**config.mk**
```make
export PLATFORM = sky130hd
export DESIGN_NAME = multicycle_cpu_control_fsm_unit
export DESIGN_NICKNAME = d
export VERILOG_FILES = /design/src/hdl/mcfsm_pkg.sv /design/src/hdl/mcfsm_decode.sv /design/src/hdl/mcfsm_ctrl.sv /design/src/hdl/multicycle_cpu_control_fsm_unit.sv
export SDC_FILE = /design/constraint.sdc
export NUM_CORES = 1
export LEC_CHECK = 0
export ABC_CLOCK_PERIOD_IN_PS = 2200
export BUFFER_PORTS_ARGS = -buffer_cell sky130_fd_sc_hd__buf_2
export CORE_MARGIN = 4
export CORE_UTILIZATION = 30
export CTS_CLUSTER_SIZE = 8
export DETAILED_ROUTE_END_ITERATION = 7
export PLACE_DENSITY = 0.54
export SLEW_MARGIN = 20
export SYNTH_ARGS = -nofsm -noshare
export SYNTH_HDL_FRONTEND = slang
export SYNTH_SLANG_ARGS = --single-unit
export TNS_END_PERCENT = 100
```
**constraint.sdc**
```tcl
create_clock -name i_clk -period 2.2 [get_ports i_clk]
set_input_delay 0.44 -clock i_clk [delete_from_list [all_inputs] [get_ports i_clk]]
set_output_delay 0.44 -clock i_clk [all_outputs]
set_load 0.02 [all_outputs]
```
**src/hdl/mcfsm_pkg.sv**
```systemverilog
// Shared types and constants for the multicycle control state machine.
`timescale 1ns / 1ps
`default_nettype none

package mcfsm_pkg;

    // Opcode codes held in the configuration registers.
    localparam int NumCodes = 7;
    localparam int CodeW    = 6;
    localparam int CfgIdxW  = 3;

    typedef logic [CodeW-1:0] t_code;

    // Reset values in register order: rtype, lw, sw, beq, bne, li, j.
    localparam t_code CodeReset [NumCodes] = '{
        6'd0, 6'd35, 6'd43, 6'd4, 6'd5, 6'd15, 6'd2
    };

    // Instruction class, in match priority order.
    typedef enum logic [2:0] {
        K_RTYPE = 3'd0,
        K_LW    = 3'd1,
        K_SW    = 3'd2,
        K_BEQ   = 3'd3,
        K_BNE   = 3'd4,
        K_LI    = 3'd5,
        K_J     = 3'd6,
        K_NONE  = 3'd7
    } t_kind;

    // Control states.
    typedef enum logic [3:0] {
        ST_FETCH   = 4'd0,
        ST_DECODE  = 4'd1,
        ST_ADDR    = 4'd2,
        ST_LW_ACC  = 4'd3,
        ST_SW_ACC  = 4'd4,
        ST_RD_DONE = 4'd5,
        ST_EXEC    = 4'd6,
        ST_R_DONE  = 4'd7,
        ST_BRANCH  = 4'd8,
        ST_JUMP    = 4'd9,
        ST_LI      = 4'd10,
        ST_LI_DONE = 4'd11
    } t_state;

    // Write enable bits.
    localparam logic [5:0] WeIr     = 6'b000001;
    localparam logic [5:0] WeReg    = 6'b000010;
    localparam logic [5:0] WeMemRd  = 6'b000100;
    localparam logic [5:0] WeMemWr  = 6'b001000;
    localparam logic [5:0] WePc     = 6'b010000;
    localparam logic [5:0] WeAluOut = 6'b100000;

    // Selector codes.
    localparam logic [1:0] SrcBReg   = 2'd0;
    localparam logic [1:0] SrcBFour  = 2'd1;
    localparam logic [1:0] SrcBImm   = 2'd2;
    localparam logic [1:0] SrcBShImm = 2'd3;

    localparam logic [1:0] AluAdd  = 2'd0;
    localparam logic [1:0] AluSub  = 2'd1;
    localparam logic [1:0] AluFunc = 2'd2;

    localparam logic [1:0] PcAluRes = 2'd0;
    localparam logic [1:0] PcAluOut = 2'd1;
    localparam logic [1:0] PcJump   = 2'd2;

    localparam logic [1:0] CondNone = 2'd0;
    localparam logic [1:0] CondEq   = 2'd1;
    localparam logic [1:0] CondNe   = 2'd2;

    // One beat of datapath control.
    typedef struct packed {
        logic [3:0] cycle_state;
        logic [5:0] write_enables;
        logic       reg_dst;
        logic       mem_to_reg;
        logic       reg_data_src;
        logic       addr_from_data;
        logic       alu_src_a;
        logic [1:0] alu_src_b;
        logic [1:0] alu_op;
        logic [1:0] pc_source;
        logic [1:0] pc_write_cond;
    } t_ctrl;

endpackage

`default_nettype wire

```
**src/hdl/mcfsm_decode.sv**
```systemverilog
// Opcode configuration registers and priority opcode classifier.
`timescale 1ns / 1ps
`default_nettype none

module mcfsm_decode
    import mcfsm_pkg::*;
(
    input  wire logic               i_clk,
    input  wire logic               i_rst_n,
    input  wire logic               i_wr_en,
    input  wire logic [CfgIdxW-1:0] i_wr_index,
    input  wire t_code              i_wr_data,
    input  wire t_code              i_opcode,
    output t_kind                   o_kind
);

    t_code r_codes [NumCodes];

    // Configuration writes; indexes past the last register are dropped.
    always_ff @(posedge i_clk) begin
        if (!i_rst_n) begin
            for (int k = 0; k < NumCodes; k++) begin
                r_codes[k] <= CodeReset[k];
            end
        end else if (i_wr_en && (32'(i_wr_index) < NumCodes)) begin
            r_codes[i_wr_index] <= i_wr_data;
        end
    end

    // First match in priority order wins, so scan from the lowest priority up.
    always_comb begin
        o_kind = K_NONE;
        for (int k = NumCodes - 1; k >= 0; k--) begin
            if (i_opcode == r_codes[k]) begin
                o_kind = t_kind'(3'(k));
            end
        end
    end

endmodule

`default_nettype wire

```
**src/hdl/mcfsm_ctrl.sv**
```systemverilog
// Control state register with next-state and output decoding.
`timescale 1ns / 1ps
`default_nettype none

module mcfsm_ctrl
    import mcfsm_pkg::*;
(
    input  wire logic i_clk,
    input  wire logic i_rst_n,
    input  wire logic i_advance,
    input  wire t_kind i_kind,
    output t_ctrl     o_ctrl
);

    t_state r_state;
    t_state n_state;

    // State advances once per beat that moves to the result register.
    always_ff @(posedge i_clk) begin
        if (!i_rst_n) begin
            r_state <= ST_FETCH;
        end else if (i_advance) begin
            r_state <= n_state;
        end
    end

    // Next state.
    always_comb begin
        n_state = ST_FETCH;
        case (r_state)
            ST_FETCH: begin
                n_state = ST_DECODE;
            end
            ST_DECODE: begin
                case (i_kind)
                    K_LW, K_SW:   n_state = ST_ADDR;
                    K_RTYPE:      n_state = ST_EXEC;
                    K_BEQ, K_BNE: n_state = ST_BRANCH;
                    K_LI:         n_state = ST_LI;
                    K_J:          n_state = ST_JUMP;
                    default:      n_state = ST_DECODE;
                endcase
            end
            ST_ADDR: begin
                case (i_kind)
                    K_LW:    n_state = ST_LW_ACC;
                    K_SW:    n_state = ST_SW_ACC;
                    default: n_state = ST_ADDR;
                endcase
            end
            ST_LW_ACC: n_state = ST_RD_DONE;
            ST_EXEC:   n_state = ST_R_DONE;
            ST_LI:     n_state = ST_LI_DONE;
            default:   n_state = ST_FETCH;
        endcase
    end

    // Datapath control for the present state; undriven signals stay zero.
    always_comb begin
        o_ctrl             = '0;
        o_ctrl.cycle_state = r_state;
        case (r_state)
            ST_FETCH: begin
                o_ctrl.write_enables = WeIr | WeMemRd | WePc;
                o_ctrl.alu_src_b     = SrcBFour;
            end
            ST_DECODE: begin
                o_ctrl.write_enables = WeAluOut;
                o_ctrl.alu_src_b     = SrcBShImm;
            end
            ST_ADDR: begin
                o_ctrl.write_enables = WeAluOut;
                o_ctrl.alu_src_a     = 1'b1;
                o_ctrl.alu_src_b     = SrcBImm;
            end
            ST_LW_ACC: begin
                o_ctrl.write_enables  = WeMemRd;
                o_ctrl.addr_from_data = 1'b1;
            end
            ST_SW_ACC: begin
                o_ctrl.write_enables  = WeMemWr;
                o_ctrl.addr_from_data = 1'b1;
            end
            ST_RD_DONE: begin
                o_ctrl.write_enables = WeReg;
                o_ctrl.mem_to_reg    = 1'b1;
            end
            ST_EXEC: begin
                o_ctrl.write_enables = WeAluOut;
                o_ctrl.alu_src_a     = 1'b1;
                o_ctrl.alu_op        = AluFunc;
            end
            ST_R_DONE: begin
                o_ctrl.write_enables = WeReg;
                o_ctrl.reg_dst       = 1'b1;
            end
            ST_BRANCH: begin
                o_ctrl.alu_src_a = 1'b1;
                o_ctrl.alu_op    = AluSub;
                o_ctrl.pc_source = PcAluOut;
                case (i_kind)
                    K_BEQ:   o_ctrl.pc_write_cond = CondEq;
                    K_BNE:   o_ctrl.pc_write_cond = CondNe;
                    default: o_ctrl.pc_write_cond = CondNone;
                endcase
            end
            ST_JUMP: begin
                o_ctrl.write_enables = WePc;
                o_ctrl.pc_source     = PcJump;
            end
            ST_LI: begin
                o_ctrl.write_enables = WeAluOut;
                o_ctrl.reg_data_src  = 1'b1;
                o_ctrl.alu_src_a     = 1'b1;
                o_ctrl.alu_src_b     = SrcBImm;
            end
            ST_LI_DONE: begin
                o_ctrl.write_enables = WeReg;
            end
            default: begin
                o_ctrl.write_enables = '0;
            end
        endcase
    end

endmodule

`default_nettype wire

```
**src/hdl/multicycle_cpu_control_fsm_unit.sv**
```systemverilog
// Top level of the multicycle control state machine with input and result registers.
// Input register holds the opcode beat; result register holds its control beat.
// Throughput: one beat per cycle when not stalled; the state advances once per beat.
// Stall on the result side backs up through the input register to o_in_stall.
// Synchronous active-low reset: state returns to fetch, opcode codes to defaults.
// No clearing pass; the block accepts beats as soon as reset is released.
`timescale 1ns / 1ps
`default_nettype none

module multicycle_cpu_control_fsm_unit
    import mcfsm_pkg::*;
(
    input  wire logic               i_clk,
    input  wire logic               i_rst_n,
    // Opcode channel.
    input  wire logic               i_in_valid,
    output logic                    o_in_stall,
    input  wire logic [5:0]         i_opcode_field,
    // Control result channel.
    output logic                    o_out_valid,
    input  wire logic               i_out_stall,
    output logic [3:0]              o_cycle_state,
    output logic [5:0]              o_write_enables,
    output logic                    o_reg_dst,
    output logic                    o_mem_to_reg,
    output logic                    o_reg_data_src,
    output logic                    o_addr_from_data,
    output logic                    o_alu_src_a,
    output logic [1:0]              o_alu_src_b,
    output logic [1:0]              o_alu_op,
    output logic [1:0]              o_pc_source,
    output logic [1:0]              o_pc_write_cond,
    // Configuration write channel.
    input  wire logic               i_cfg_valid,
    output logic                    o_cfg_ready,
    input  wire logic [CfgIdxW-1:0] i_cfg_index,
    input  wire logic [5:0]         i_cfg_data
);

    logic  r_in_valid;
    t_code r_in_opcode;
    logic  r_out_valid;
    t_ctrl r_out;

    logic  out_free;
    logic  advance;
    logic  in_accept;
    t_kind kind;
    t_ctrl ctrl;

    // Handshake: a beat moves on when the result register is empty or drains.
    assign out_free    = !r_out_valid || !i_out_stall;
    assign advance     = r_in_valid && out_free;
    assign o_in_stall  = r_in_valid && !out_free;
    assign in_accept   = i_in_valid && !o_in_stall;
    assign o_cfg_ready = 1'b1;

    // Input register.
    always_ff @(posedge i_clk) begin
        if (!i_rst_n) begin
            r_in_valid <= 1'b0;
        end else if (in_accept) begin
            r_in_valid <= 1'b1;
        end else if (advance) begin
            r_in_valid <= 1'b0;
        end
    end

    always_ff @(posedge i_clk) begin
        if (in_accept) begin
            r_in_opcode <= i_opcode_field;
        end
    end

    mcfsm_decode u_decode (
        .i_clk      (i_clk),
        .i_rst_n    (i_rst_n),
        .i_wr_en    (i_cfg_valid && o_cfg_ready),
        .i_wr_index (i_cfg_index),
        .i_wr_data  (i_cfg_data),
        .i_opcode   (r_in_opcode),
        .o_kind     (kind)
    );

    mcfsm_ctrl u_ctrl (
        .i_clk     (i_clk),
        .i_rst_n   (i_rst_n),
        .i_advance (advance),
        .i_kind    (kind),
        .o_ctrl    (ctrl)
    );

    // Result register.
    always_ff @(posedge i_clk) begin
        if (!i_rst_n) begin
            r_out_valid <= 1'b0;
        end else if (out_free) begin
            r_out_valid <= r_in_valid;
        end
    end

    always_ff @(posedge i_clk) begin
        if (advance) begin
            r_out <= ctrl;
        end
    end

    // Result fields.
    assign o_out_valid      = r_out_valid;
    assign o_cycle_state    = r_out.cycle_state;
    assign o_write_enables  = r_out.write_enables;
    assign o_reg_dst        = r_out.reg_dst;
    assign o_mem_to_reg     = r_out.mem_to_reg;
    assign o_reg_data_src   = r_out.reg_data_src;
    assign o_addr_from_data = r_out.addr_from_data;
    assign o_alu_src_a      = r_out.alu_src_a;
    assign o_alu_src_b      = r_out.alu_src_b;
    assign o_alu_op         = r_out.alu_op;
    assign o_pc_source      = r_out.pc_source;
    assign o_pc_write_cond  = r_out.pc_write_cond;

endmodule

`default_nettype wire

```
# == Word-level counts from Yosys, hierarchy flattened ==
# Memory sizes are Yosys's and may differ from the RTL's.
# Cells that the tools add are included.
# word_totals
reg_bits,35
ram_bits,42
output_inout_bits,26
mem_count,1
# mem_list
name,depth,word_bits,rd,rd_ports_with_merged_regs,write_ports,line_no,text
u_decode.r_codes,7,6,7,0,7,mcfsm_decode.sv:17,t_code r_codes [NumCodes];
# classes
order_cmp,1
eq_ne,24
muxes,29
reduce_logical,20
# ops
operator,n
6-bit == test,7
6-bit case mux with 6 select lines,1
4-bit case mux with 6 select lines,1
4-bit case mux with 5 select lines,1
4-bit by 3-bit == test with 1-bit output (second input constant),4
4-bit == test (second input constant),4
3-bit two-way mux,5
1-bit two-way mux,13
2-bit case mux with 2 select lines,3
3-bit == test (second input constant),3
4-bit by 2-bit == test with 1-bit output (second input constant),2
2-bit OR reduction,4
4-bit OR reduction,2
3-bit by 2-bit == test with 1-bit output (second input constant),2
6-bit two-way mux,1
2-bit case mux with 3 select lines,1
3-bit case mux with 2 select lines,1
6-bit OR reduction,1
4-bit by 1-bit == test with 1-bit output (second input constant),1
1-bit logical AND,4
1-bit zero test,4
4-bit zero test,1
2-bit two-way mux,2
3-bit by 1-bit == test with 1-bit output (second input constant),1
5 further kinds,5

# == Logic depth before layout (Yosys ltp) ==
# Gate-level depths: netlist of run 1.
# An unclocked memory read counts as a cell.
# logic_depth
word_depth,13
depth_mapped,6
ltp_nobuf,5

# == Cells and area by module ==
# A second synthesis of run 1 with hierarchy kept.
# hier_totals
hier_cells,303
area_unflattened_um2,3684.8
# modules_own_cells
module,n_inst,cells_per_inst,area_each_um2
mcfsm_decode,1,192,2207.1
multicycle_cpu_control_fsm_unit,1,39,965.9
mcfsm_ctrl,1,72,511.7

# == Worst setup path after synthesis of run 1 ==
# OpenSTA, ideal clock, no wires.
# synth_timing
path_type,register -> register
startpoint,reg r_out_valid (netlist: o_out_valid)
endpoint,reg u_ctrl.r_state[0]
setup_time_ns,0.072
arrival_ns,1.776
slack_ns,0.352
stages_incl_launch_ff,5
period_less_slack_ns,1.848
path_cell_list,dfxtp_1 a21boi_2 o311a_1 nand4b_1 a21oi_1
# synth_between
elab_chain_len,3
# synth_rtl
element,line_no,text
from (decl),multicycle_cpu_control_fsm_unit.sv:42,logic r_out_valid;
from (signal assigned),multicycle_cpu_control_fsm_unit.sv:98,r_out_valid <= r_in_valid;
1-bit zero test,multicycle_cpu_control_fsm_unit.sv:52,assign out_free = !r_out_valid || !i_out_stall;
1-bit logical OR,multicycle_cpu_control_fsm_unit.sv:52,
1-bit logical AND,multicycle_cpu_control_fsm_unit.sv:53,assign advance = r_in_valid && out_free;
net advance,multicycle_cpu_control_fsm_unit.sv:46,logic advance;
to (signal assigned),mcfsm_ctrl.sv:23,r_state <= n_state;
to (decl),mcfsm_ctrl.sv:15,t_state r_state;
# The timed path passes the listed nets, and every way through them passes these cells.
# A chain may end at the register's enable or synchronous reset.

# == Final worst setup path of run 1 ==
# layout_timing
startpoint,reg r_in_opcode[3]
endpoint,reg r_out (netlist bit o_pc_write_cond[0]) (data pin)
# layout_between
elab_chain_len,10
elab_cells_between_ends,17
# layout_rtl
element,line_no,text
from (decl),multicycle_cpu_control_fsm_unit.sv:41,t_code r_in_opcode;
from (signal assigned),multicycle_cpu_control_fsm_unit.sv:71,r_in_opcode <= i_opcode_field;
6-bit == test,mcfsm_decode.sv:34,if (i_opcode == r_codes[k]) begin
1-bit two-way mux,mcfsm_decode.sv:34,
2-bit two-way mux (2 in series),mcfsm_decode.sv:34,
3-bit two-way mux (3 in series),mcfsm_decode.sv:34,
3-bit two-way mux (*),mcfsm_decode.sv:34,
3-bit == test or 3-bit by 2-bit == test with 1-bit output (tied branches),mcfsm_ctrl.sv:101,case (i_kind)
2-bit case mux with 2 select lines (*),mcfsm_ctrl.sv:101,
to (signal assigned),multicycle_cpu_control_fsm_unit.sv:104,r_out <= ctrl;
to (decl),multicycle_cpu_control_fsm_unit.sv:43,t_ctrl r_out;
# Mark *: on every way between the ends. The rest lies on a longest branch, timed or not.

==> results of run 1 <==
[power breakdown]
group          switching, W  leakage [nW]  internal, W
logic              0.000182         0.733     0.000116
clock network      0.000565         0.141     0.000833
registers         0.0000546         0.713      0.00164
[metrics by stage]
| step | util | setup WS (ns) | instances | instance area (um2) | hold WS [ns] |
|---|---|---|---|---|---|
| 6_report | 0.365 | 0.343 | 499 | 4200 | 0.290 |
| 3_5_place_dp | 0.340 | 0.304 | 483 | 3920 | 0.465 |
| 2_1_floorplan | - | 0.352 | 305 | 3570 | 0.406 |
| 3_3_place_gp | 0.340 | 0.355 | 483 | 3920 | 0.449 |
| 5_1_grt | 0.365 | 0.198 | 499 | 4200 | 0.275 |
| 4_1_cts | 0.365 | 0.307 | 499 | 4200 | 0.277 |
[routing by layer]
metal  up-vias  GRT usage  part of all wire
li1       1147          -                 -
met2        55      0.178              0.45
met3        11     0.0324             0.050
met1      1094      0.157              0.48
met4         0     0.0413             0.016
met5         -          0                 0
[final cells by class]
cell class / count / area share
tap: 143 / 0.0426
clock buffer: 11 / 0.0604
multi-input combinational: 205 / 0.304
sequential: 76 / 0.514
timing repair buffer: 50 / 0.0631
inverter: 9 / 0.00804
clock inverter: 5 / 0.00774
[cell usage in the layout (no fill, tap or decap), types with 2 or more instances in the layout]
master,count
sky130_fd_sc_hd__dfxtp_1,12
sky130_fd_sc_hd__buf_2,44
sky130_fd_sc_hd__mux2i_1,6
sky130_fd_sc_hd__buf_4,6
sky130_fd_sc_hd__and2_1,6
sky130_fd_sc_hd__nor3_1,8
sky130_fd_sc_hd__inv_1,8
sky130_fd_sc_hd__xor2_1,26
sky130_fd_sc_hd__o21bai_1,2
sky130_fd_sc_hd__nor2b_1,4
sky130_fd_sc_hd__nand4_1,2
sky130_fd_sc_hd__nor4_2,2
sky130_fd_sc_hd__a211oi_1,2
sky130_fd_sc_hd__a31oi_1,2
sky130_fd_sc_hd__nor2_1,46
sky130_fd_sc_hd__clkbuf_16,10
sky130_fd_sc_hd__and3_1,3
sky130_fd_sc_hd__nand2_1,28
sky130_fd_sc_hd__nand2b_1,10
sky130_fd_sc_hd__or3_1,4
sky130_fd_sc_hd__edfxtp_1,64
sky130_fd_sc_hd__xnor2_1,16
sky130_fd_sc_hd__clkinv_2,2
sky130_fd_sc_hd__nor3b_1,4
sky130_fd_sc_hd__a21oi_1,6
sky130_fd_sc_hd__nand3_1,7
sky130_fd_sc_hd__o31ai_1,2
sky130_fd_sc_hd__or2_2,3
[critical path, cell delays in order (launching register included)]
cell and delay (ns):
sky130_fd_sc_hd__edfxtp_1 0.54, sky130_fd_sc_hd__xor2_1 0.24, sky130_fd_sc_hd__nor4_4 0.37, sky130_fd_sc_hd__o2bb2ai_2 0.18, sky130_fd_sc_hd__nand2b_1 0.20, sky130_fd_sc_hd__nor3_1 0.07
[cell families after synthesis]
logic type             synth area share
buffers and inverters            0.0358
flip-flops                        0.606
XOR/XNOR                          0.103
AO/OA/AOI/OAI                    0.0554
AND/OR/NAND/NOR                   0.182
other                           0.00105
multiplexers                     0.0168
[path summary, 6_finish.rpt]
| path | startpoint | end | slack (ns) | depth (start not counted) |
|---|---|---|---|---|
| max reg2reg | r_in_opcode[3] | o_pc_write_cond[0] | 0.34 | 5 |
| max | r_in_opcode[3] | o_pc_write_cond[0] | 0.34 | 5 |
| min | i_opcode_field[1] | r_in_opcode[1] | 0.29 | 1 |
| min reg2reg | r_in_valid | o_out_valid | 0.47 | 2 |
==> flow_summary.rst, run 1 <==
.. list-table::
   :header-rows: 1

   * - Metric
     - Value
   * - Register ranked first by flip-flop count
     - u_decode.r_codes
   * - Capturing element type of the critical path
     - register
   * - Max-slew violation count
     - 0
   * - Initial antenna violation count
     - 0
   * - Die Outline Area
     - roughly 0.014 mm2
   * - Syn-to-layout area delta
     - 17.9%
   * - Num CTS Buffers
     - 9
   * - Number of clock sinks seen by CTS
     - between 70 and 80
   * - Gr ovfl total
     - 0
   * - Main area contributors after synthesis
     - sky130_fd_sc_hd__edfxtp_1, sky130_fd_sc_hd__dfxtp_1, sky130_fd_sc_hd__xor2_1
   * - CTS Root Buffer Type
     - sky130_fd_sc_hd__clkbuf_16
   * - Number of input and output port buffers inserted
     - 44
   * - Total number of yosys warnings
     - 0
   * - Global-route wire length before repair
     - ~12 mm
   * - Total negative slack
     - 0 ns
   * - Result of the run
     - finished, final reports clean
   * - Reported max-cap violation count
     - 0
   * - Post-detailed-route via-to-cell ratio
     - 4.62
   * - Starting Density
     - 0.310
   * - Critical Path Source Type
     - register
   * - Clock latency on the worst-skew pair
     - between 0.3 and 0.4 ns
   * - Post-route DRC violation count
     - 0
   * - Worst slew margin relative to its limit
     - 0.650
   * - Clock tree from TritonCTS
     - done
   * - Final worst path period need
     - ~1.9 ns
   * - WL per Instance
     - between 10 and 15 um
   * - Post-synthesis cell count
     - slightly above 300
   * - Area of all sequential standard cells
     - between 0.002 and 0.0025 mm2
   * - Routed via count
     - about 2300
   * - Top-area cell type share of the netlist area
     - 0.539
   * - Post-DP HPWL
     - ~5.6 mm
   * - Vias in the first global route
     - 2266
   * - Worst path required time
     - between 2 and 2.5 ns
   * - Ant diodes
     - 0
   * - DIE HEIGHT
     - between 100 and 150 um
   * - RSZ-0062 raised after global routing
     - no
   * - Global Route Usage Sum
     - 0.116
   * - Syn_nets
     - 325
   * - Layout cells sized above 1
     - 0.211
   * - Top cell type by total area after synthesis
     - sky130_fd_sc_hd__edfxtp_1
   * - Starting DRT DRC Count
     - 100
   * - Worst-case clock buffer depth
     - 2
   * - Post-Syn Area
     - between 0.003 and 0.004 mm2
   * - Pwr dens
     - 807 mW/mm2
   * - Hold_buf cts
     - 0
   * - Final Hold Vio Count
     - 0
   * - Clock slew seen by the registers of the worst setup and hold paths
     - 0.06 ns
   * - Final Skew
     - a little under 0.009 ns
   * - Count of unique library cells instantiated by Yosys
     - 44
   * - Count of nets left with antenna violations after detail routing
     - 0
   * - Worst Tran Pin Value
     - about 0.52 ns
   * - List of most frequent post-synthesis cells
     - sky130_fd_sc_hd__edfxtp_1, sky130_fd_sc_hd__nor2_1, sky130_fd_sc_hd__nand2_1
   * - Post-synthesis async set-or-reset flop share
     - 0
   * - Finish-stage setup viols
     - 0
   * - Worst IR drop on VDD
     - 0.356 mV
   * - Post-synthesis register bit count
     - between 70 and 80
   * - Leakage power of the design
     - 1.59 nW
   * - # rows
     - 39
   * - Final Power
     - 0.00339 W
   * - Critical Setup Path Class
     - reg2reg
   * - Average cell area after synthesis
     - between 10 and 15 um2
   * - Multi-input gate area
     - 0.00128 mm2
   * - Max FFs per register
     - 42
   * - Core area
     - 0.0115 mm2
   * - Number of enable-type register cells in the synthesized netlist
     - between 60 and 70
   * - Worst hold-check path type
     - in2reg
   * - Count of buffers added by post-CTS timing repair for setup
     - 0
   * - Max Clock Freq
     - ~540 MHz
   * - # resized after CTS
     - 0
   * - Portion of the clock cycle consumed by the worst path in the final layout
     - 0.844
   * - Maximum fanout count along the critical path
     - 7
   * - Worst EP arrival
     - 1.93 ns
   * - Fill cells
     - 1145
   * - Drt pass-1 iters
     - 4
   * - Nets
     - 371
   * - Most common cell in the netlist
     - sky130_fd_sc_hd__edfxtp_1
   * - Most used flip-flop cell after synthesis
     - sky130_fd_sc_hd__edfxtp_1
   * - Sequential-to-total area share from yosys stat
     - 0.606
   * - Routed wire length
     - 7.36 mm
   * - Die X
     - approximately 120 um
   * - I/O Pins
     - 46
   * - H-tree lvl count
     - 3
   * - Gp weighted congestion
     - around 0.76
   * - Pin count of the biggest net entering global routing
     - 21
(Power assumes the default switching activity.)
==> inputs of run 2 (changes only) <==
ABC_AREA = 1   (was not set)
ABC_CLOCK_PERIOD_IN_PS = 1800   (was 2200)
clock period = 1.8 ns   (was 2.2 ns; I/O delays follow)
==> run 2 against run 1 <==
Area after synthesis up 6.1%. Global-route usage up 0.18 points. Critical endpoint is now u_ctrl.r_state[3]. Cell count up 31%. Maximum frequency up 4.8%. Largest power group unchanged. Core utilization up 1.8 points.
==> flow_summary.rst, run 2 <==
.. list-table::
   :header-rows: 1

   * - Metric
     - Value
   * - Initial antenna violation count
     - 0 (unchanged)
   * - Most frequent cells in the layout
     - sky130_fd_sc_hd__nand2_1, sky130_fd_sc_hd__nor2_1, sky130_fd_sc_hd__edfxtp_1
   * - Global Route Usage Sum
     - 0.117 (+0.00175)
   * - Min-Delay Startpoint
     - i_opcode_field[1]
   * - Post-Syn Area
     - 0.00379 mm2 (+6.1%)
   * - Capturing element type of the critical path
     - register
   * - Leakage power of the design
     - 2.02 nW (+28%)
   * - Num CTS Buffers
     - 9 (unchanged)
   * - Drt pass-1 iters
     - 4 (unchanged)
   * - DIE HEIGHT
     - 120 um (+2.8%)
   * - # rows
     - 40 (+2.6%)
   * - Gp weighted congestion
     - 0.769 (+1.5%)
   * - Critical Setup Path Class
     - reg2reg
   * - Instance count along the most critical hold path
     - 1 (unchanged)
   * - Die X
     - 120 um (+2.8%)
   * - Post-DP HPWL
     - 6.38 mm (+13%)
   * - Average cell area after synthesis
     - 9.15 um2 (-22%)
   * - Starting Density
     - 0.311 (+0.00156)
   * - Most used cell along the critical path
     - sky130_fd_sc_hd__nand2_2
   * - Die Outline Area
     - 0.0145 mm2 (+5.7%)
   * - Most common cell in the netlist
     - sky130_fd_sc_hd__nand2_1
   * - Post-synthesis register bit count
     - 76 (unchanged)
   * - CTS Root Buffer Type
     - sky130_fd_sc_hd__clkbuf_16
   * - Critical Path Source Type
     - register
   * - Gr ovfl total
     - 0 (unchanged)
   * - Final worst path period need
     - 1.77 ns (-0.0853 ns)
   * - Max-slew violation count
     - 0 (unchanged)
   * - Portion of the clock cycle consumed by the worst path in the final layout
     - 0.984 (+0.140)
   * - Startpoint of the lowest-slack register-to-register path
     - r_in_opcode[4]
   * - Finished layout cell area
     - 0.00466 mm2 (+11%)
   * - Crit path buffers/inverters
     - 2 (+2)
   * - Top-area cell type share of the netlist area
     - 0.508 (-0.0312)
   * - Reported max-cap violation count
     - 0 (unchanged)
   * - Clock slew seen by the registers of the worst setup and hold paths
     - 0.06 ns (about the same)
   * - Number of cells on the worst reg-to-reg path
     - 13 (+8)
   * - Final core utilization
     - 0.383 (+0.0178)
   * - Number of enable-type register cells in the synthesized netlist
     - 64 (unchanged)
   * - CP max stage cell
     - sky130_fd_sc_hd__edfxtp_1
   * - I/O Pins
     - 46 (unchanged)
   * - Count of nets left with antenna violations after detail routing
     - 0 (unchanged)
   * - Most frequent standard cell in the layout excluding fill and tap cells
     - sky130_fd_sc_hd__nand2_1
   * - Critical Path, Cell by Cell
     - inv_4, nand2_2, nand2_2, nor2_4, nand3_2, nand2_2, buf_4, o21ai_4, nand3_2, nand3_1, nand2_1, nand2_1, a21oi_1
   * - Result of the run
     - finished, final reports clean
   * - Post-detailed-route via-to-cell ratio
     - 4.20 (-9.1%)
   * - Number of input and output port buffers inserted
     - 44 (unchanged)
   * - Finish-stage setup viols
     - 0 (unchanged)
   * - Global-route wire length before repair
     - 13.3 mm (+12%)
   * - Total number of yosys warnings
     - 0 (unchanged)
   * - Number of clock sinks seen by CTS
     - 76 (unchanged)
   * - Nets
     - 503 (+36%)
   * - Worst hold-check path type
     - in2reg
   * - Post-synthesis async set-or-reset flop share
     - 0 (unchanged)
   * - Critical Path Max Stage Delay
     - 0.55 ns (about the same)
   * - Layout cells sized above 1
     - 0.273 (+0.0619)
   * - Ant diodes
     - 0 (unchanged)
   * - Post-synthesis cell count
     - 414 (+36%)
   * - Routed via count
     - 2757 (+20%)
   * - Worst IR drop on VDD
     - 0.596 mV (+67%)
   * - Most used flip-flop cell after synthesis
     - sky130_fd_sc_hd__edfxtp_1
   * - Post-route DRC violation count
     - 0 (unchanged)
   * - Count of unique library cells instantiated by Yosys
     - 29 (-34%)
   * - Starting DRT DRC Count
     - 163 (+63%)
   * - Clock latency on the worst-skew pair
     - 0.33 ns (about the same)
   * - Worst path required time
     - 2.01 ns (-0.27 ns)
   * - Clock tree from TritonCTS
     - done
   * - H-tree lvl count
     - 3 (unchanged)
   * - Worst EP arrival
     - 1.98 ns (+0.05 ns)
   * - Area after detailed placement
     - 0.00428 mm2 (+9.1%)
   * - Sequential-to-total area share from yosys stat
     - 0.571 (-0.0351)
   * - Final Hold Vio Count
     - 0 (unchanged)
   * - FF-to-FF setup slack
     - 0.03 ns (-0.31 ns)
   * - Maximum fanout count along the critical path
     - 8 (+1)
   * - Hold Slack
     - 0.204 ns (-0.0859 ns)
   * - Placed instance count
     - 634 (+31%)
   * - Capture instance of the worst register-to-register path
     - u_ctrl.r_state[3]
   * - RSZ-0062 raised after global routing
     - yes
   * - Syn-to-layout area delta
     - 23.0%
   * - Number of standard cells in the layout, taps in and fillers out
     - 656 (+31%)
   * - WL per Instance
     - 12.2 um (-17%)
   * - Core area
     - 0.0122 mm2 (+5.6%)
   * - Family of cells with the greatest summed delay on the critical path
     - simple AND/OR/NAND/NOR gates
   * - Final Power
     - 0.00429 W (+26%)
   * - Final Skew
     - 0.00589 ns (-0.00278 ns)
   * - Main area contributors after synthesis
     - sky130_fd_sc_hd__edfxtp_1, sky130_fd_sc_hd__nand2_1, sky130_fd_sc_hd__nor2_1
   * - Routed wire length
     - 8.02 mm (+9.0%)
   * - Top cell type by total area after synthesis
     - sky130_fd_sc_hd__edfxtp_1
   * - Pin count of the biggest net entering global routing
     - 23 (+9.5%)
   * - Worst-case clock buffer depth
     - 2 (unchanged)
   * - Max Clock Freq
     - 565 MHz (+4.8%)
   * - Worst hold endpoint
     - r_in_opcode[1]
   * - Syn_nets
     - 434 (+34%)
   * - Max FFs per register
     - 42 (unchanged)
   * - Vias in the first global route
     - 2799 (+24%)
   * - Pwr dens
     - 921 mW/mm2 (+14%)
   * - Register ranked first by flip-flop count
     - u_decode.r_codes
   * - List of most frequent post-synthesis cells
     - sky130_fd_sc_hd__nand2_1, sky130_fd_sc_hd__nor2_1, sky130_fd_sc_hd__edfxtp_1
## run 2: cell count changes after synthesis, moves of 7 or more
| cell | previous run | this run |
|---|---|---|
| sky130_fd_sc_hd__nand2_1 | 28 | 98 |
| sky130_fd_sc_hd__inv_1 | 8 | 60 |
| sky130_fd_sc_hd__nor2_1 | 46 | 68 |
| sky130_fd_sc_hd__nand2_2 | 0 | 16 |
| sky130_fd_sc_hd__xnor2_1 | 16 | 2 |
| sky130_fd_sc_hd__o21ai_0 | 1 | 12 |
| sky130_fd_sc_hd__nand2b_1 | 10 | 0 |
| sky130_fd_sc_hd__nor2_2 | 0 | 9 |
| sky130_fd_sc_hd__xor2_1 | 26 | 17 |
| sky130_fd_sc_hd__a21oi_1 | 6 | 13 |
## run 2: repair_timing
action,4_1_cts,5_1_grt
gates cloned,0,0
pin swaps,0,14
gates resized for setup,0,9
buffers inserted,3,3
setup endpoints to repair,2,4
hold buffers,0,0
## run 2: worst max path at each step
stage,start,end,slack [ns],depth (start not counted)
2_1_floorplan,o_out_valid,u_ctrl.r_state[1],0.13,6
3_3_place_gp,r_in_opcode[0],u_ctrl.r_state[1],-0.01,15
3_5_place_dp,r_in_opcode[0],u_ctrl.r_state[3],-0.0002,13
4_1_cts,r_in_opcode[3],u_ctrl.r_state[3],0.02,12
5_1_grt,r_in_opcode[4],u_ctrl.r_state[3],-0.13,14
6_report,r_in_opcode[4],u_ctrl.r_state[3],0.03,13
## run 2: logic make-up after synthesis
kind of cell,after synthesis,synth area share
compound gates,28,0.0390
xor+xnor,20,0.0482
buf+inv,77,0.0945
flops,76,0.571
other cells,1,0.000990
simple gates,212,0.246
## run 2: layout make-up
cell class	count	area, um2
Clock buffer	9	225
Clock inverter	7	75.1
Fill cell	1235	7510
Inverter	67	267
Multi-Input combinational cell	261	1300
Sequential cell	76	2160
Tap cell	168	210
Timing Repair Buffer	68	417
## run 2: routing by layer
metal / global-route usage / part of all wire
met2: 0.210 / 0.51
met4: 0.0340 / 0.012
met3: 0.0360 / 0.052
met1: 0.135 / 0.43
met5: 0 / 0
## run 2: power by group
part | internal, W | switching [W] | total [W]
Combinational | 0.000161 | 0.000283 | 0.000444
Sequential | 0.00201 | 0.0000499 | 0.00206
Clock | 0.00108 | 0.000710 | 0.00179
Total | 0.00325 | 0.00104 | 0.00429
## run 2: through the flow
step	setup slack [ns]	TNS, ns
floorplan	0.126	0
global placement	-0.00970	-0.00970
detailed placement	-0.000247	-0.000247
CTS	0.0173	0
global route	-0.128	-0.303
finish	0.0286	0
==> inputs of run 3 (changes only) <==
CORE_UTILIZATION = 52   (was 30)
PLACE_DENSITY = 0.73   (was 0.54)
==> run 3 against run 2 <==
Setup slack worse by 0.040 ns. Clock power shrank 22%. Largest power group unchanged. Maximum frequency shrank 2.2%. The run now ends with setup timing left. Cell count shrank 11%.
==> flow_summary.rst, run 3 (synthesis results as in run 2) <==
.. list-table::
   :header-rows: 1

   * - Metric
     - Value
   * - Result of the run
     - finished with violations
   * - Violated checks
     - setup timing
   * - Routed via count
     - 2762 (+0.18%)
   * - Final worst path period need
     - 1.81 ns (+0.0402 ns)
   * - Most frequent cells in the layout
     - sky130_fd_sc_hd__nand2_1, sky130_fd_sc_hd__edfxtp_1, sky130_fd_sc_hd__nor2_1
   * - Leakage power of the design
     - 2.00 nW (-1.2%)
   * - Clock tree from TritonCTS
     - done
   * - Routed wire length
     - 7.61 mm (-5.1%)
   * - Vias in the first global route
     - 2677 (-4.4%)
   * - CP max stage cell
     - sky130_fd_sc_hd__edfxtp_1
   * - FF-to-FF setup slack
     - -0.01 ns (-0.04 ns)
   * - Crit path buffers/inverters
     - 2 (unchanged)
   * - Finished layout cell area
     - 0.00452 mm2 (-2.9%)
   * - Gp weighted congestion
     - 0.839 (+9.0%)
   * - Layout cells sized above 1
     - 0.296 (+0.0231)
   * - Multi-input gate area
     - 0.00132 mm2 (+1.7%)
   * - Register ranked first by flip-flop count
     - u_decode.r_codes
   * - Capturing element type of the critical path
     - register
   * - Global Route Usage Sum
     - 0.186 (+0.0686)
   * - Startpoint of the lowest-slack register-to-register path
     - r_in_opcode[2]
   * - Capture instance of the worst register-to-register path
     - u_ctrl.r_state[3]
   * - Area of all sequential standard cells
     - 0.00216 mm2 (unchanged)
   * - Number of input and output port buffers inserted
     - 44 (unchanged)
   * - Global-route wire length before repair
     - 12.4 mm (-7.2%)
   * - Max-slew violation count
     - 0 (unchanged)
   * - Number of cells on the worst reg-to-reg path
     - 14 (+1)
   * - Max Clock Freq
     - 552 MHz (-2.2%)
   * - Crit path setup slack, layout
     - -0.0116 ns (-0.0402 ns)
   * - Pin count of the biggest net entering global routing
     - 28 (+22%)
   * - Worst IR drop on VDD
     - 0.460 mV (-23%)
   * - CTS Root Buffer Type
     - sky130_fd_sc_hd__clkbuf_8
   * - Starting DRT DRC Count
     - 126 (-23%)
   * - Most frequent standard cell in the layout excluding fill and tap cells
     - sky130_fd_sc_hd__nand2_1
   * - Total negative slack
     - -0.0139 ns (-0.0139 ns)
   * - Count of nets left with antenna violations after detail routing
     - 0 (unchanged)
   * - Gr ovfl total
     - 0 (unchanged)
   * - RSZ-0062 raised after global routing
     - yes
   * - Core area
     - 0.00694 mm2 (-43%)
   * - Finish-stage setup viols
     - 2 (+2)
   * - Min-Delay Startpoint
     - i_opcode_field[5]
   * - Drt pass-1 iters
     - 4 (unchanged)
   * - Num CTS Buffers
     - 9 (unchanged)
   * - Final Skew
     - 0.00939 ns (+0.00350 ns)
   * - Ant diodes
     - 0 (unchanged)
   * - Hold_buf cts
     - 0 (unchanged)
   * - Critical Path Source Type
     - register
   * - Worst EP arrival
     - 2.09 ns (+0.11 ns)
   * - Number of clock sinks seen by CTS
     - 76 (unchanged)
   * - WL per Instance
     - 13.1 um (+6.8%)
   * - # rows
     - 30 (-25%)
   * - Clock slew seen by the registers of the worst setup and hold paths
     - 0.08 ns (+0.02 ns)
   * - Starting Density
     - 0.545 (+0.234)
   * - Worst-case clock buffer depth
     - 2 (unchanged)
   * - Source of the critical timing path
     - r_in_opcode[2]
   * - Post-route DRC violation count
     - 0 (unchanged)
   * - I/O Pins
     - 46 (unchanged)
   * - Crit path to
     - u_ctrl.r_state[3]
   * - Family of cells with the greatest summed delay on the critical path
     - simple AND/OR/NAND/NOR gates
   * - Clock latency on the worst-skew pair
     - 0.34 ns (about the same)
   * - Placement-stage worst setup slack
     - -0.0435 ns (-0.0433 ns)
   * - Post-DP HPWL
     - 5.81 mm (-9.0%)
   * - Critical Path, Cell by Cell
     - buf_6, nand2_2, nand2_2, nor2_2, nand3_2, nand2_2, inv_2, nand2_2, o21ai_2, nand3_2, nand3_1, nand2_1, nand2_1, a21oi_1
   * - Die Outline Area
     - 0.00871 mm2 (-40%)
   * - Stages on the worst setup path
     - 14 (+1)
   * - Max FFs per register
     - 42 (unchanged)
   * - Maximum fanout count along the critical path
     - 7 (-1)
   * - H-tree lvl count
     - 3 (unchanged)
   * - DIE HEIGHT
     - 93.3 um (-22%)
   * - Initial antenna violation count
     - 0 (unchanged)
   * - Worst hold-check path type
     - in2reg
   * - Fill cells
     - 546 (-56%)
   * - Final Hold Vio Count
     - 0 (unchanged)
   * - Die X
     - 93.3 um (-22%)
   * - Area after detailed placement
     - 0.00412 mm2 (-3.6%)
   * - Reported max-cap violation count
     - 0 (unchanged)
   * - Post-detailed-route via-to-cell ratio
     - 4.74 (+13%)
   * - Pwr dens
     - 866 mW/mm2 (-6.0%)
   * - Most used cell along the critical path
     - sky130_fd_sc_hd__nand2_2
   * - Portion of the clock cycle consumed by the worst path in the final layout
     - 1.01 (+0.0224)
   * - Worst path required time
     - 2.07 ns (+0.06 ns)
   * - Nets
     - 502 (-0.20%)
   * - Critical Setup Path Class
     - reg2reg
   * - Critical Path Max Stage Delay
     - 0.54 ns (about the same)
   * - Syn-to-layout area delta
     - 19.4%
   * - Final Power
     - 0.00391 W (-8.7%)
run 3: cell count changes in the layout (fill, tap and decap cells not counted), moves of 2 or more:
cell,change
sky130_fd_sc_hd__buf_12,+2
sky130_fd_sc_hd__buf_4,-3
sky130_fd_sc_hd__clkbuf_16,-9
sky130_fd_sc_hd__clkbuf_8,+9
sky130_fd_sc_hd__clkinv_2,+2
sky130_fd_sc_hd__clkinvlp_4,-2
sky130_fd_sc_hd__nand2_1,-7
sky130_fd_sc_hd__nand2_2,+7
sky130_fd_sc_hd__nor2_1,-4
sky130_fd_sc_hd__nor2_2,+5
run 3: metrics by stage:
step / utilization / std cells / hold slack [ns]
floorplan: - / 414 / 0.459
global placement: 0.593 / 555 / 0.489
detailed placement: 0.593 / 555 / 0.497
CTS: 0.637 / 578 / 0.168
global route: 0.651 / 583 / 0.174
finish: 0.651 / 583 / 0.189
run 3: how the worst min path moves through the flow:
stage / endpoint / slack (ns) / depth (start not counted)
final: r_in_opcode[5] / 0.19 / 1
after global routing: r_in_opcode[0] / 0.17 / 1
after CTS: r_in_opcode[5] / 0.17 / 1
after detailed placement: o_out_valid / 0.50 / 2
after global placement: o_out_valid / 0.49 / 2
after floorplan: r_in_opcode[0] / 0.46 / 0
run 3: cell type report:
type	instances	share of cell area
inverter	67	0.0590
clock buffer	10	0.0282
timing repair buffer	67	0.0960
sequential	76	0.478
tap	96	0.0266
multi-input combinational	261	0.293
clock inverter	6	0.0194
run 3: layer usage:
| metal | vias to the layer above | share of wire | global-route usage |
|---|---|---|---|
| met5 | - | 0 | 0 |
| met4 | 0 | 0.039 | 0.0952 |
| met3 | 22 | 0.049 | 0.0338 |
| met2 | 73 | 0.52 | 0.329 |
| met1 | 1241 | 0.39 | 0.214 |
| li1 | 1426 | - | - |
run 3: where the power goes:
part,switching [W],leakage [nW],internal [W]
clock network,0.000619,0.111,0.000784
registers,0.0000538,0.713,0.00200
logic,0.000288,1.18,0.000168
run 3: timing repair:
item	in CTS	in global routing
gates resized for setup	0	19
buffers inserted	7	5
pin swaps	0	19
endpoints found under the setup margin	3	4
